$ cat src/sv/tmst_pkg.sv
// Shared constants, codes and entry type for the timed message slot table.
package tmst_pkg;

    localparam int SLOTS    = 16;
    localparam int SLOT_W   = (SLOTS > 1) ? $clog2(SLOTS) : 1;

    localparam int KIND_W   = 3;
    localparam int SLOTN_W  = 5;
    localparam int HOUR_W   = 7;
    localparam int MINUTE_W = 7;
    localparam int STATUS_W = 3;
    localparam int RSLOT_W  = 4;
    localparam int TAG_W    = HOUR_W + MINUTE_W;

    localparam logic [HOUR_W-1:0]   MAX_HOUR   = HOUR_W'(23);
    localparam logic [MINUTE_W-1:0] MAX_MINUTE = MINUTE_W'(59);

    localparam logic [KIND_W-1:0] KIND_ADD    = 3'd0;
    localparam logic [KIND_W-1:0] KIND_CHANGE = 3'd1;
    localparam logic [KIND_W-1:0] KIND_REMOVE = 3'd2;
    localparam logic [KIND_W-1:0] KIND_RETIME = 3'd3;
    localparam logic [KIND_W-1:0] KIND_EXACT  = 3'd4;
    localparam logic [KIND_W-1:0] KIND_LATEST = 3'd5;

    localparam logic [STATUS_W-1:0] STAT_OK        = 3'd0;
    localparam logic [STATUS_W-1:0] STAT_BAD_TIME  = 3'd1;
    localparam logic [STATUS_W-1:0] STAT_DUPLICATE = 3'd2;
    localparam logic [STATUS_W-1:0] STAT_FULL      = 3'd3;
    localparam logic [STATUS_W-1:0] STAT_BAD_SLOT  = 3'd4;
    localparam logic [STATUS_W-1:0] STAT_NOT_FOUND = 3'd5;

    typedef struct packed {
        logic                valid;
        logic [HOUR_W-1:0]   hour;
        logic [MINUTE_W-1:0] minute;
    } entry_t;

    localparam int ENTRY_W = $bits(entry_t);

endpackage

$ cat src/sv/tmst_ram.sv
// Generic single-port-write, single-port-read RAM with a registered read.
module tmst_ram #(
    parameter int WIDTH = 8,
    parameter int DEPTH = 16
) (
    input  logic                                    aclk,
    input  logic                                    we,
    input  logic [((DEPTH > 1) ? $clog2(DEPTH) : 1)-1:0] waddr,
    input  logic [WIDTH-1:0]                        wdata,
    input  logic                                    re,
    input  logic [((DEPTH > 1) ? $clog2(DEPTH) : 1)-1:0] raddr,
    output logic [WIDTH-1:0]                        rdata
);

    logic [WIDTH-1:0] mem [DEPTH];

    always_ff @(posedge aclk) begin
        if (we) begin
            mem[waddr] <= wdata;
        end
        if (re) begin
            rdata <= mem[raddr];
        end
    end

endmodule

$ cat src/sv/timed_message_slot_table_top.sv
// Top level of the timed message slot table: command sequencer around the slot memory.
//
// Each command transaction is answered by exactly one result transaction. The slots live in one
// RAM with a single read port, so every command reads all SLOTS entries in turn (one per cycle)
// to find duplicates, the first free slot, an exact match or the latest time at or before the
// query, and then writes back at most one entry. Commands are not overlapped: a new command is
// accepted only in the idle state, after the previous one has finished its scan and handed its
// result to the output register. A finished result is held in the output register, so the next
// command is accepted while it waits; the table starts empty after reset with no clearing pass.
module timed_message_slot_table_top
    import tmst_pkg::*;
(
    input  logic        aclk,
    input  logic        aresetn,
    input  logic        s_axis_tvalid,
    output logic        s_axis_tready,
    input  logic [23:0] s_axis_tdata,  // slot [4:0], hour [11:5], minute [18:12], zero fill
    input  logic [2:0]  s_axis_tuser,  // kind [2:0]
    output logic        m_axis_tvalid,
    input  logic        m_axis_tready,
    output logic [23:0] m_axis_tdata   // status [2:0], result_slot [6:3], result_hour [13:7],
                                       // result_minute [20:14], zero fill
);

    localparam logic [1:0] ST_IDLE = 2'd0;
    localparam logic [1:0] ST_SCAN = 2'd1;
    localparam logic [1:0] ST_DONE = 2'd2;

    logic [1:0]          state_reg, state_next;
    logic [SLOT_W:0]     issue_cnt_reg, issue_cnt_next;
    logic                rd_pend_reg, rd_pend_next;
    logic [SLOT_W-1:0]   rd_idx_reg, rd_idx_next;

    logic [KIND_W-1:0]   kind_reg, kind_next;
    logic [SLOTN_W-1:0]  slot_reg, slot_next;
    logic [HOUR_W-1:0]   hour_reg, hour_next;
    logic [MINUTE_W-1:0] minute_reg, minute_next;

    logic                dup_reg, dup_next;
    logic                free_found_reg, free_found_next;
    logic [SLOT_W-1:0]   free_idx_reg, free_idx_next;
    logic                find_found_reg, find_found_next;
    logic [SLOT_W-1:0]   find_idx_reg, find_idx_next;
    logic                best_found_reg, best_found_next;
    logic [SLOT_W-1:0]   best_idx_reg, best_idx_next;
    logic [TAG_W-1:0]    best_tag_reg, best_tag_next;
    logic                tgt_valid_reg, tgt_valid_next;
    logic [TAG_W-1:0]    tgt_tag_reg, tgt_tag_next;

    logic [SLOTS-1:0]    written_reg, written_next;

    logic                out_valid_reg, out_valid_next;
    logic [STATUS_W-1:0] out_status_reg, out_status_next;
    logic [RSLOT_W-1:0]  out_slot_reg, out_slot_next;
    logic [HOUR_W-1:0]   out_hour_reg, out_hour_next;
    logic [MINUTE_W-1:0] out_minute_reg, out_minute_next;

    logic                ram_we;
    logic [SLOT_W-1:0]   ram_waddr;
    entry_t              ram_wdata;
    logic                ram_re;
    logic [SLOT_W-1:0]   ram_raddr;
    logic [ENTRY_W-1:0]  ram_rdata;

    entry_t              rd_entry;
    logic                e_valid;
    logic [TAG_W-1:0]    e_tag;
    logic [TAG_W-1:0]    q_tag;
    logic                e_match;
    logic                e_before;

    logic                in_accept;
    logic                out_free;
    logic                time_ok;
    logic                slot_bad;
    logic [SLOT_W-1:0]   slot_idx;
    logic [STATUS_W-1:0] fin_status;
    logic [SLOT_W-1:0]   fin_idx;
    logic [TAG_W-1:0]    fin_tag;
    logic                fin_we;
    entry_t              fin_entry;

    tmst_ram #(
        .WIDTH(ENTRY_W),
        .DEPTH(SLOTS)
    ) u_slot_ram (
        .aclk  (aclk),
        .we    (ram_we),
        .waddr (ram_waddr),
        .wdata (ram_wdata),
        .re    (ram_re),
        .raddr (ram_raddr),
        .rdata (ram_rdata)
    );

    assign s_axis_tready = (state_reg == ST_IDLE);
    assign in_accept     = s_axis_tvalid && s_axis_tready;
    assign out_free      = !out_valid_reg || m_axis_tready;

    assign m_axis_tvalid = out_valid_reg;
    assign m_axis_tdata  = {3'b000, out_minute_reg, out_hour_reg, out_slot_reg, out_status_reg};

    // An entry never written since reset reads as an empty, zero-tagged slot.
    assign rd_entry = written_reg[rd_idx_reg] ? entry_t'(ram_rdata) : '0;
    assign e_valid  = rd_entry.valid;
    assign e_tag    = {rd_entry.hour, rd_entry.minute};
    assign q_tag    = {hour_reg, minute_reg};
    assign e_match  = e_valid && (e_tag == q_tag);
    assign e_before = e_valid && (e_tag <= q_tag);

    assign ram_re    = (state_reg == ST_SCAN) && (32'(issue_cnt_reg) < SLOTS);
    assign ram_raddr = issue_cnt_reg[SLOT_W-1:0];

    assign time_ok  = (hour_reg <= MAX_HOUR) && (minute_reg <= MAX_MINUTE);
    assign slot_bad = (32'(slot_reg) >= SLOTS);
    assign slot_idx = SLOT_W'(slot_reg);

    always_comb begin
        fin_status = STAT_OK;
        fin_idx    = '0;
        fin_tag    = '0;
        fin_we     = 1'b0;
        fin_entry  = '0;
        case (kind_reg)
            KIND_ADD: begin
                if (!time_ok) begin
                    fin_status = STAT_BAD_TIME;
                end else if (dup_reg) begin
                    fin_status = STAT_DUPLICATE;
                end else if (!free_found_reg) begin
                    fin_status = STAT_FULL;
                end else begin
                    fin_idx   = free_idx_reg;
                    fin_tag   = q_tag;
                    fin_we    = 1'b1;
                    fin_entry = '{valid: 1'b1, hour: hour_reg, minute: minute_reg};
                end
            end
            KIND_CHANGE: begin
                if (dup_reg) begin
                    fin_status = STAT_DUPLICATE;
                end else if (slot_bad) begin
                    fin_status = STAT_BAD_SLOT;
                end else begin
                    fin_idx   = slot_idx;
                    fin_tag   = q_tag;
                    fin_we    = 1'b1;
                    fin_entry = '{valid: 1'b1, hour: hour_reg, minute: minute_reg};
                end
            end
            KIND_REMOVE: begin
                if (slot_bad) begin
                    fin_status = STAT_BAD_SLOT;
                end else begin
                    fin_idx   = slot_idx;
                    fin_tag   = tgt_tag_reg;
                    fin_we    = 1'b1;
                    fin_entry = '{valid: 1'b0, hour: tgt_tag_reg[TAG_W-1:MINUTE_W],
                                  minute: tgt_tag_reg[MINUTE_W-1:0]};
                end
            end
            KIND_RETIME: begin
                if (slot_bad) begin
                    fin_status = STAT_BAD_SLOT;
                end else begin
                    fin_idx   = slot_idx;
                    fin_tag   = q_tag;
                    fin_we    = 1'b1;
                    fin_entry = '{valid: tgt_valid_reg, hour: hour_reg, minute: minute_reg};
                end
            end
            KIND_EXACT: begin
                if (!time_ok) begin
                    fin_status = STAT_BAD_TIME;
                end else if (!find_found_reg) begin
                    fin_status = STAT_NOT_FOUND;
                end else begin
                    fin_idx = find_idx_reg;
                    fin_tag = q_tag;
                end
            end
            KIND_LATEST: begin
                if (!time_ok) begin
                    fin_status = STAT_BAD_TIME;
                end else if (!best_found_reg) begin
                    fin_status = STAT_NOT_FOUND;
                end else begin
                    fin_idx = best_idx_reg;
                    fin_tag = best_tag_reg;
                end
            end
            default: begin
                fin_status = STAT_OK;
            end
        endcase
    end

    assign ram_we    = (state_reg == ST_DONE) && out_free && fin_we;
    assign ram_waddr = fin_idx;
    assign ram_wdata = fin_entry;

    always_comb begin
        state_next      = state_reg;
        issue_cnt_next  = issue_cnt_reg;
        rd_pend_next    = 1'b0;
        rd_idx_next     = rd_idx_reg;
        kind_next       = kind_reg;
        slot_next       = slot_reg;
        hour_next       = hour_reg;
        minute_next     = minute_reg;
        dup_next        = dup_reg;
        free_found_next = free_found_reg;
        free_idx_next   = free_idx_reg;
        find_found_next = find_found_reg;
        find_idx_next   = find_idx_reg;
        best_found_next = best_found_reg;
        best_idx_next   = best_idx_reg;
        best_tag_next   = best_tag_reg;
        tgt_valid_next  = tgt_valid_reg;
        tgt_tag_next    = tgt_tag_reg;
        written_next    = written_reg;
        out_valid_next  = out_valid_reg && !m_axis_tready;
        out_status_next = out_status_reg;
        out_slot_next   = out_slot_reg;
        out_hour_next   = out_hour_reg;
        out_minute_next = out_minute_reg;

        case (state_reg)
            ST_IDLE: begin
                if (in_accept) begin
                    kind_next       = s_axis_tuser;
                    slot_next       = s_axis_tdata[4:0];
                    hour_next       = s_axis_tdata[11:5];
                    minute_next     = s_axis_tdata[18:12];
                    issue_cnt_next  = '0;
                    dup_next        = 1'b0;
                    free_found_next = 1'b0;
                    find_found_next = 1'b0;
                    best_found_next = 1'b0;
                    tgt_valid_next  = 1'b0;
                    tgt_tag_next    = '0;
                    state_next      = ST_SCAN;
                end
            end
            ST_SCAN: begin
                if (ram_re) begin
                    issue_cnt_next = issue_cnt_reg + (SLOT_W + 1)'(1);
                    rd_pend_next   = 1'b1;
                    rd_idx_next    = ram_raddr;
                end
                if (rd_pend_reg) begin
                    if (e_match && ((kind_reg != KIND_CHANGE)
                                    || (32'(rd_idx_reg) != 32'(slot_reg)))) begin
                        dup_next = 1'b1;
                    end
                    if (!e_valid && !free_found_reg) begin
                        free_found_next = 1'b1;
                        free_idx_next   = rd_idx_reg;
                    end
                    if (e_match && !find_found_reg) begin
                        find_found_next = 1'b1;
                        find_idx_next   = rd_idx_reg;
                    end
                    if (e_before && (!best_found_reg || (e_tag > best_tag_reg))) begin
                        best_found_next = 1'b1;
                        best_idx_next   = rd_idx_reg;
                        best_tag_next   = e_tag;
                    end
                    if (32'(rd_idx_reg) == 32'(slot_reg)) begin
                        tgt_valid_next = e_valid;
                        tgt_tag_next   = e_tag;
                    end
                    if (32'(rd_idx_reg) == SLOTS - 1) begin
                        state_next = ST_DONE;
                    end
                end
            end
            ST_DONE: begin
                if (out_free) begin
                    out_valid_next  = 1'b1;
                    out_status_next = fin_status;
                    out_slot_next   = RSLOT_W'(fin_idx);
                    out_hour_next   = fin_tag[TAG_W-1:MINUTE_W];
                    out_minute_next = fin_tag[MINUTE_W-1:0];
                    if (fin_we) begin
                        written_next[fin_idx] = 1'b1;
                    end
                    state_next = ST_IDLE;
                end
            end
            default: begin
                state_next = ST_IDLE;
            end
        endcase
    end

    always_ff @(posedge aclk) begin
        if (!aresetn) begin
            state_reg     <= ST_IDLE;
            issue_cnt_reg <= '0;
            rd_pend_reg   <= 1'b0;
            written_reg   <= '0;
            out_valid_reg <= 1'b0;
        end else begin
            state_reg     <= state_next;
            issue_cnt_reg <= issue_cnt_next;
            rd_pend_reg   <= rd_pend_next;
            written_reg   <= written_next;
            out_valid_reg <= out_valid_next;
        end
    end

    always_ff @(posedge aclk) begin
        rd_idx_reg      <= rd_idx_next;
        kind_reg        <= kind_next;
        slot_reg        <= slot_next;
        hour_reg        <= hour_next;
        minute_reg      <= minute_next;
        dup_reg         <= dup_next;
        free_found_reg  <= free_found_next;
        free_idx_reg    <= free_idx_next;
        find_found_reg  <= find_found_next;
        find_idx_reg    <= find_idx_next;
        best_found_reg  <= best_found_next;
        best_idx_reg    <= best_idx_next;
        best_tag_reg    <= best_tag_next;
        tgt_valid_reg   <= tgt_valid_next;
        tgt_tag_reg     <= tgt_tag_next;
        out_status_reg  <= out_status_next;
        out_slot_reg    <= out_slot_next;
        out_hour_reg    <= out_hour_next;
        out_minute_reg  <= out_minute_next;
    end

    // A failed command reports no slot and no time.
    assert property (@(posedge aclk) disable iff (!aresetn)
        (out_valid_reg && (out_status_reg != STAT_OK))
            |-> (out_slot_reg == '0) && (out_hour_reg == '0) && (out_minute_reg == '0))
        else $error("failed command carries a slot or time");

    // A new result is only produced at the end of a command.
    assert property (@(posedge aclk) disable iff (!aresetn)
        (out_valid_reg && !$past(out_valid_reg && !m_axis_tready))
            |-> ($past(state_reg) == ST_DONE))
        else $error("result produced outside the completion step");

    // Read data only comes back while the table is being scanned.
    assert property (@(posedge aclk) disable iff (!aresetn)
        rd_pend_reg |-> (state_reg == ST_SCAN))
        else $error("slot read returned outside a scan");

    // The scan never runs past the last slot.
    assert property (@(posedge aclk) disable iff (!aresetn)
        32'(issue_cnt_reg) <= SLOTS)
        else $error("scan address ran past the table");

    // The slot memory is never written while it is being scanned.
    assert property (@(posedge aclk) disable iff (!aresetn)
        (state_reg == ST_SCAN) |-> !ram_we)
        else $error("slot memory written during a scan");

endmodule
$ cat config.mk
export PLATFORM = sky130hd
export DESIGN_NAME = timed_message_slot_table_top
export DESIGN_NICKNAME = d
export VERILOG_FILES = /design/src/sv/tmst_pkg.sv /design/src/sv/tmst_ram.sv /design/src/sv/timed_message_slot_table_top.sv
export SDC_FILE = /design/constraint.sdc
export NUM_CORES = 1
export LEC_CHECK = 0
export BUFFER_PORTS_ARGS = -buffer_cell sky130_fd_sc_hd__buf_4
export CAP_MARGIN = 0
export CORE_ASPECT_RATIO = 0.5
export CORE_UTILIZATION = 45
export CTS_CLUSTER_SIZE = 12
export DETAILED_ROUTE_END_ITERATION = 6
export GPL_ROUTABILITY_DRIVEN = 0
export GPL_TIMING_DRIVEN = 0
export HOLD_SLACK_MARGIN = 0.12
export PLACE_DENSITY_LB_ADDON = 0.1
export SLEW_MARGIN = 5
export SYNTH_ARGS = -nofsm -noshare
export SYNTH_HDL_FRONTEND = slang
export SYNTH_SLANG_ARGS = --single-unit
$ cat constraint.sdc
create_clock -name aclk -period 6.15 [get_ports aclk]
set_clock_uncertainty 0.1 [all_clocks]
set_input_delay 1.5375 -clock aclk [delete_from_list [all_inputs] [get_ports aclk]]
set_output_delay 1.5375 -clock aclk [all_outputs]
set_load 0.02 [all_outputs]
==> summary.txt <==
Remaining DRCs: 0
#FFs+latches synth: 372
Largest net degree at the start of global routing: 26
Clock period minus worst slack: 4.78 ns
R2r startpoint: rd_idx_reg[0]$_DFFE_PP_
Worst vdd rail ir drop: 0.000148 V
Number of different library cells in the post-synthesis netlist: 70
Kind of cell adding the most delay to the critical path: compound AO/OA/AOI/OAI gates
Critical path capture point type: register
Number of flops mapped to enable cells by yosys: 347
Slew @ Worst Pin: 1.25 ns
Flip-flop count of the largest register after layout: 240
Post-CTS Setup Repair Bufs: 0
Stages on worst setup path: 16
Ranking of synthesized cells by area: sky130_fd_sc_hd__edfxtp_1 68%, sky130_fd_sc_hd__mux4_2 11%, sky130_fd_sc_hd__dfxtp_1 3.3%
Wire length of the first global-routing pass: 52900 um
Total via count in the routed design: 8035
Overall fraction of global-route tracks in use: 21.6%
Mean Syn Cell Area: 18.3 sq um
Initial DRC count: 672
Tcrit/Tclk final: 77.7%
Max Transition Viols Final: 0
Arrival time worst endpoint: 4.91 ns
Cells along the critical path: nor2b_1 -> a22oi_2 -> and3_1 -> nand2b_1 -> clkbuf_1 -> and2_1 -> ha_1 -> and3b_1 -> o21a_1 -> o21ai_0 -> a21oi_1 -> a2111o_1 -> a211oi_2 -> o211ai_2 -> nor2_2 -> buf_16
Clk Latency, worst-skew pair: 0.53 ns
Antenna Violating Nets Remaining: 0
Clock tree sinks: 372
Nets: 990
Async set or reset register ratio after synthesis: 0%
Cell at the root of the clock tree: sky130_fd_sc_hd__clkbuf_16
Vias in the first global route: 8046
Area used by multi-input combinational logic: 4010 sq um
IO buf count: 48
Initial Util: 45.9%
Post-synthesis to final-layout area growth: 14.9%
H-tree levels: 2
Maximum operating frequency: 209 MHz
Finished Core Util: 52.7%
Library cell contributing the largest single delay on the critical path: sky130_fd_sc_hd__edfxtp_1
P per Cell Area: 298 nW/um^2
Ports placed on the boundary: 57
Worst setup path class: register to register
Number of antenna violations at the first check in global routing: 1
Via/cell ratio: 5.75
Floorplan die width: 262 um
Share of post-route cells with drive strength above 1: 25.4%
Reg clk slew, reported paths: 0.06 ns
Static leakage power: 5.86 nW
Worst Hold Depth: 1
Delay contributed by the slowest stage of the critical path: 0.57 ns
Buffers from clock root to sink, at most: 3
Final number of setup-violating endpoints: 0
Combined flip-flop and latch cell area: 10900 sq um
Most frequent cells in the layout: 347 x sky130_fd_sc_hd__edfxtp_1, 75 x sky130_fd_sc_hd__mux4_2, 52 x sky130_fd_sc_hd__buf_4, 39 x sky130_fd_sc_hd__inv_1
Yosys synthesis warning count: 0
CTS tree: yes
Largest area contributor in the netlist: sky130_fd_sc_hd__edfxtp_1
Register area share after synthesis: 71.8%
Largest fanout on the critical path: 14
Fill cell total of the finished layout: 2649
Final HPWL DP: 24800 um
Area of the core region: 33200 sq um
Die outline area: 34600 sq um
Startpoint of the lowest-slack hold path: written_reg[11]$_SDFFE_PN0P_
Total iterations of the first detailed-routing run: 5
Most common cell after layout, fill and taps aside: sky130_fd_sc_hd__edfxtp_1
Number of instances in the synthesized netlist: 832
Rows: 47
Maximum capacitance violations: 0
Netlist area before placement: 15200 sq um
Average routed wire per standard cell: 25.8 um
Path depth of the worst reg2reg path: 16
Worst Hold Class: register to register
Hold-fix buffer count after cts: 0
Top-area cell type share of the netlist area: 68.5%
Sum of routed wire length over all layers: 36100 um
Startpoint types: register
Number of buffers created by CTS: 37
Top FF cell, synth: sky130_fd_sc_hd__edfxtp_1
Required time worst endpoint: 6.28 ns
Height of the die: 132 um
Total Negative Setup Slacks: 0 ns
Number of buffer and inverter stages on the critical path: 2
Post-CTS sizing: 0
Final hold viol count: 0
Unrepaired setup endpoints after global routing: no
Critical path startpoint: rd_idx_reg[0]$_DFFE_PP_
Run status: complete, no violations
Max transition margin: 16.3%
GR Overflow Total: 0
==> cell families (layout without fill, tap and decap cells) <==
logic type | after synthesis | count (layout) | synth area share [%]
and+or+nand+nor | 163 | 163 | 6.25
DFF | 372 | 372 | 71.8
AOI/OAI and AO/OA | 102 | 102 | 5.59
other | 1 | 4 | 0.0246
buffers and inverters | 78 | 200 | 2.19
adders and majority gates | 23 | 23 | 1.89
muxes | 85 | 85 | 11.8
xor gates and xnor gates | 8 | 8 | 0.460
==> metal layers <==
layer,track usage [%],vias up,part of all wire (%)
li1,-,3540,-
met1,33.1,4211,47
met2,32.4,247,45
met3,4.00,37,6.2
met4,4.14,0,1.3
met5,0,-,0
==> worst register-to-register path, cell delays in order (launching register included) <==
cell	delay [ns]
sky130_fd_sc_hd__edfxtp_1	0.57
sky130_fd_sc_hd__nor2b_1	0.25
sky130_fd_sc_hd__a22oi_2	0.36
sky130_fd_sc_hd__and3_1	0.21
sky130_fd_sc_hd__nand2b_1	0.15
sky130_fd_sc_hd__clkbuf_1	0.32
sky130_fd_sc_hd__and2_1	0.27
sky130_fd_sc_hd__ha_1	0.28
sky130_fd_sc_hd__and3b_1	0.18
sky130_fd_sc_hd__o21a_1	0.16
sky130_fd_sc_hd__o21ai_0	0.14
sky130_fd_sc_hd__a21oi_1	0.10
sky130_fd_sc_hd__a2111o_1	0.42
sky130_fd_sc_hd__a211oi_2	0.25
sky130_fd_sc_hd__o211ai_2	0.14
sky130_fd_sc_hd__nor2_2	0.39
sky130_fd_sc_hd__buf_16	0.21
==> final timing paths <==
| path | end | slack, ns |
|---|---|---|
| max | best_tag_reg[5]$_DFFE_PP_ | 1.37 |
| min reg2reg | written_reg[11]$_SDFFE_PN0P_ | 0.37 |
| max reg2reg | best_tag_reg[5]$_DFFE_PP_ | 1.37 |
| min | written_reg[11]$_SDFFE_PN0P_ | 0.37 |
==> layout make-up <==
class / instances / share of cell area [%]
diodes: 1 / 0.0143
plain buffers: 38 / 1.04
clock buffers: 56 / 5.88
clock inverters: 3 / 0.293
inverters: 40 / 0.858
multi-input cells: 384 / 22.9
flip-flops and latches: 372 / 62.4
well taps: 441 / 3.15
repair buffers: 63 / 3.38
==> synth_stat cells (3+ instances only) <==
library cell               count
sky130_fd_sc_hd__a21o_1        3
sky130_fd_sc_hd__a21oi_1      16
sky130_fd_sc_hd__a221o_1      13
sky130_fd_sc_hd__a22o_1       17
sky130_fd_sc_hd__and2_1       14
sky130_fd_sc_hd__and3_1       16
sky130_fd_sc_hd__and3b_1       3
sky130_fd_sc_hd__and4_1        8
sky130_fd_sc_hd__buf_1         3
sky130_fd_sc_hd__buf_2         8
sky130_fd_sc_hd__buf_4         4
sky130_fd_sc_hd__clkbuf_1     21
sky130_fd_sc_hd__dfxtp_1      25
sky130_fd_sc_hd__edfxtp_1    347
sky130_fd_sc_hd__ha_1         23
sky130_fd_sc_hd__inv_1        39
sky130_fd_sc_hd__mux2i_1       8
sky130_fd_sc_hd__mux4_2       75
sky130_fd_sc_hd__nand2_1      17
sky130_fd_sc_hd__nand2_2       3
sky130_fd_sc_hd__nand2b_1     10
sky130_fd_sc_hd__nand3_1      10
sky130_fd_sc_hd__nand4_1       6
sky130_fd_sc_hd__nor2_1       40
sky130_fd_sc_hd__nor2_2        6
sky130_fd_sc_hd__nor2b_1       6
sky130_fd_sc_hd__nor3_1        7
sky130_fd_sc_hd__o21a_1       17
sky130_fd_sc_hd__o21ai_0       9
sky130_fd_sc_hd__xnor2_1       4
sky130_fd_sc_hd__xor2_1        4
==> stage by stage <==
stage                     setup slack (ns)  cells  total power [mW]  instance area [sq um]  hold WS (ns)
after floorplan                       1.68    834              3.05                  15200         0.306
after global placement               0.546   1323              3.15                  16100         0.347
after detailed placement              1.39   1338              3.16                  16400         0.353
after CTS                             1.37   1397              5.25                  17500         0.368
after global routing                  1.13   1397              5.37                  17500         0.384
final                                 1.37   1398              5.21                  17500         0.365
==> power by group <==
part	internal (mW)	leakage (nW)	switching, mW	total [mW]
Clock	1.19	0.520	0.914	2.11
Sequential	2.80	3.36	0.0245	2.82
Combinational	0.111	1.99	0.173	0.284
(Power assumes the default switching activity.)
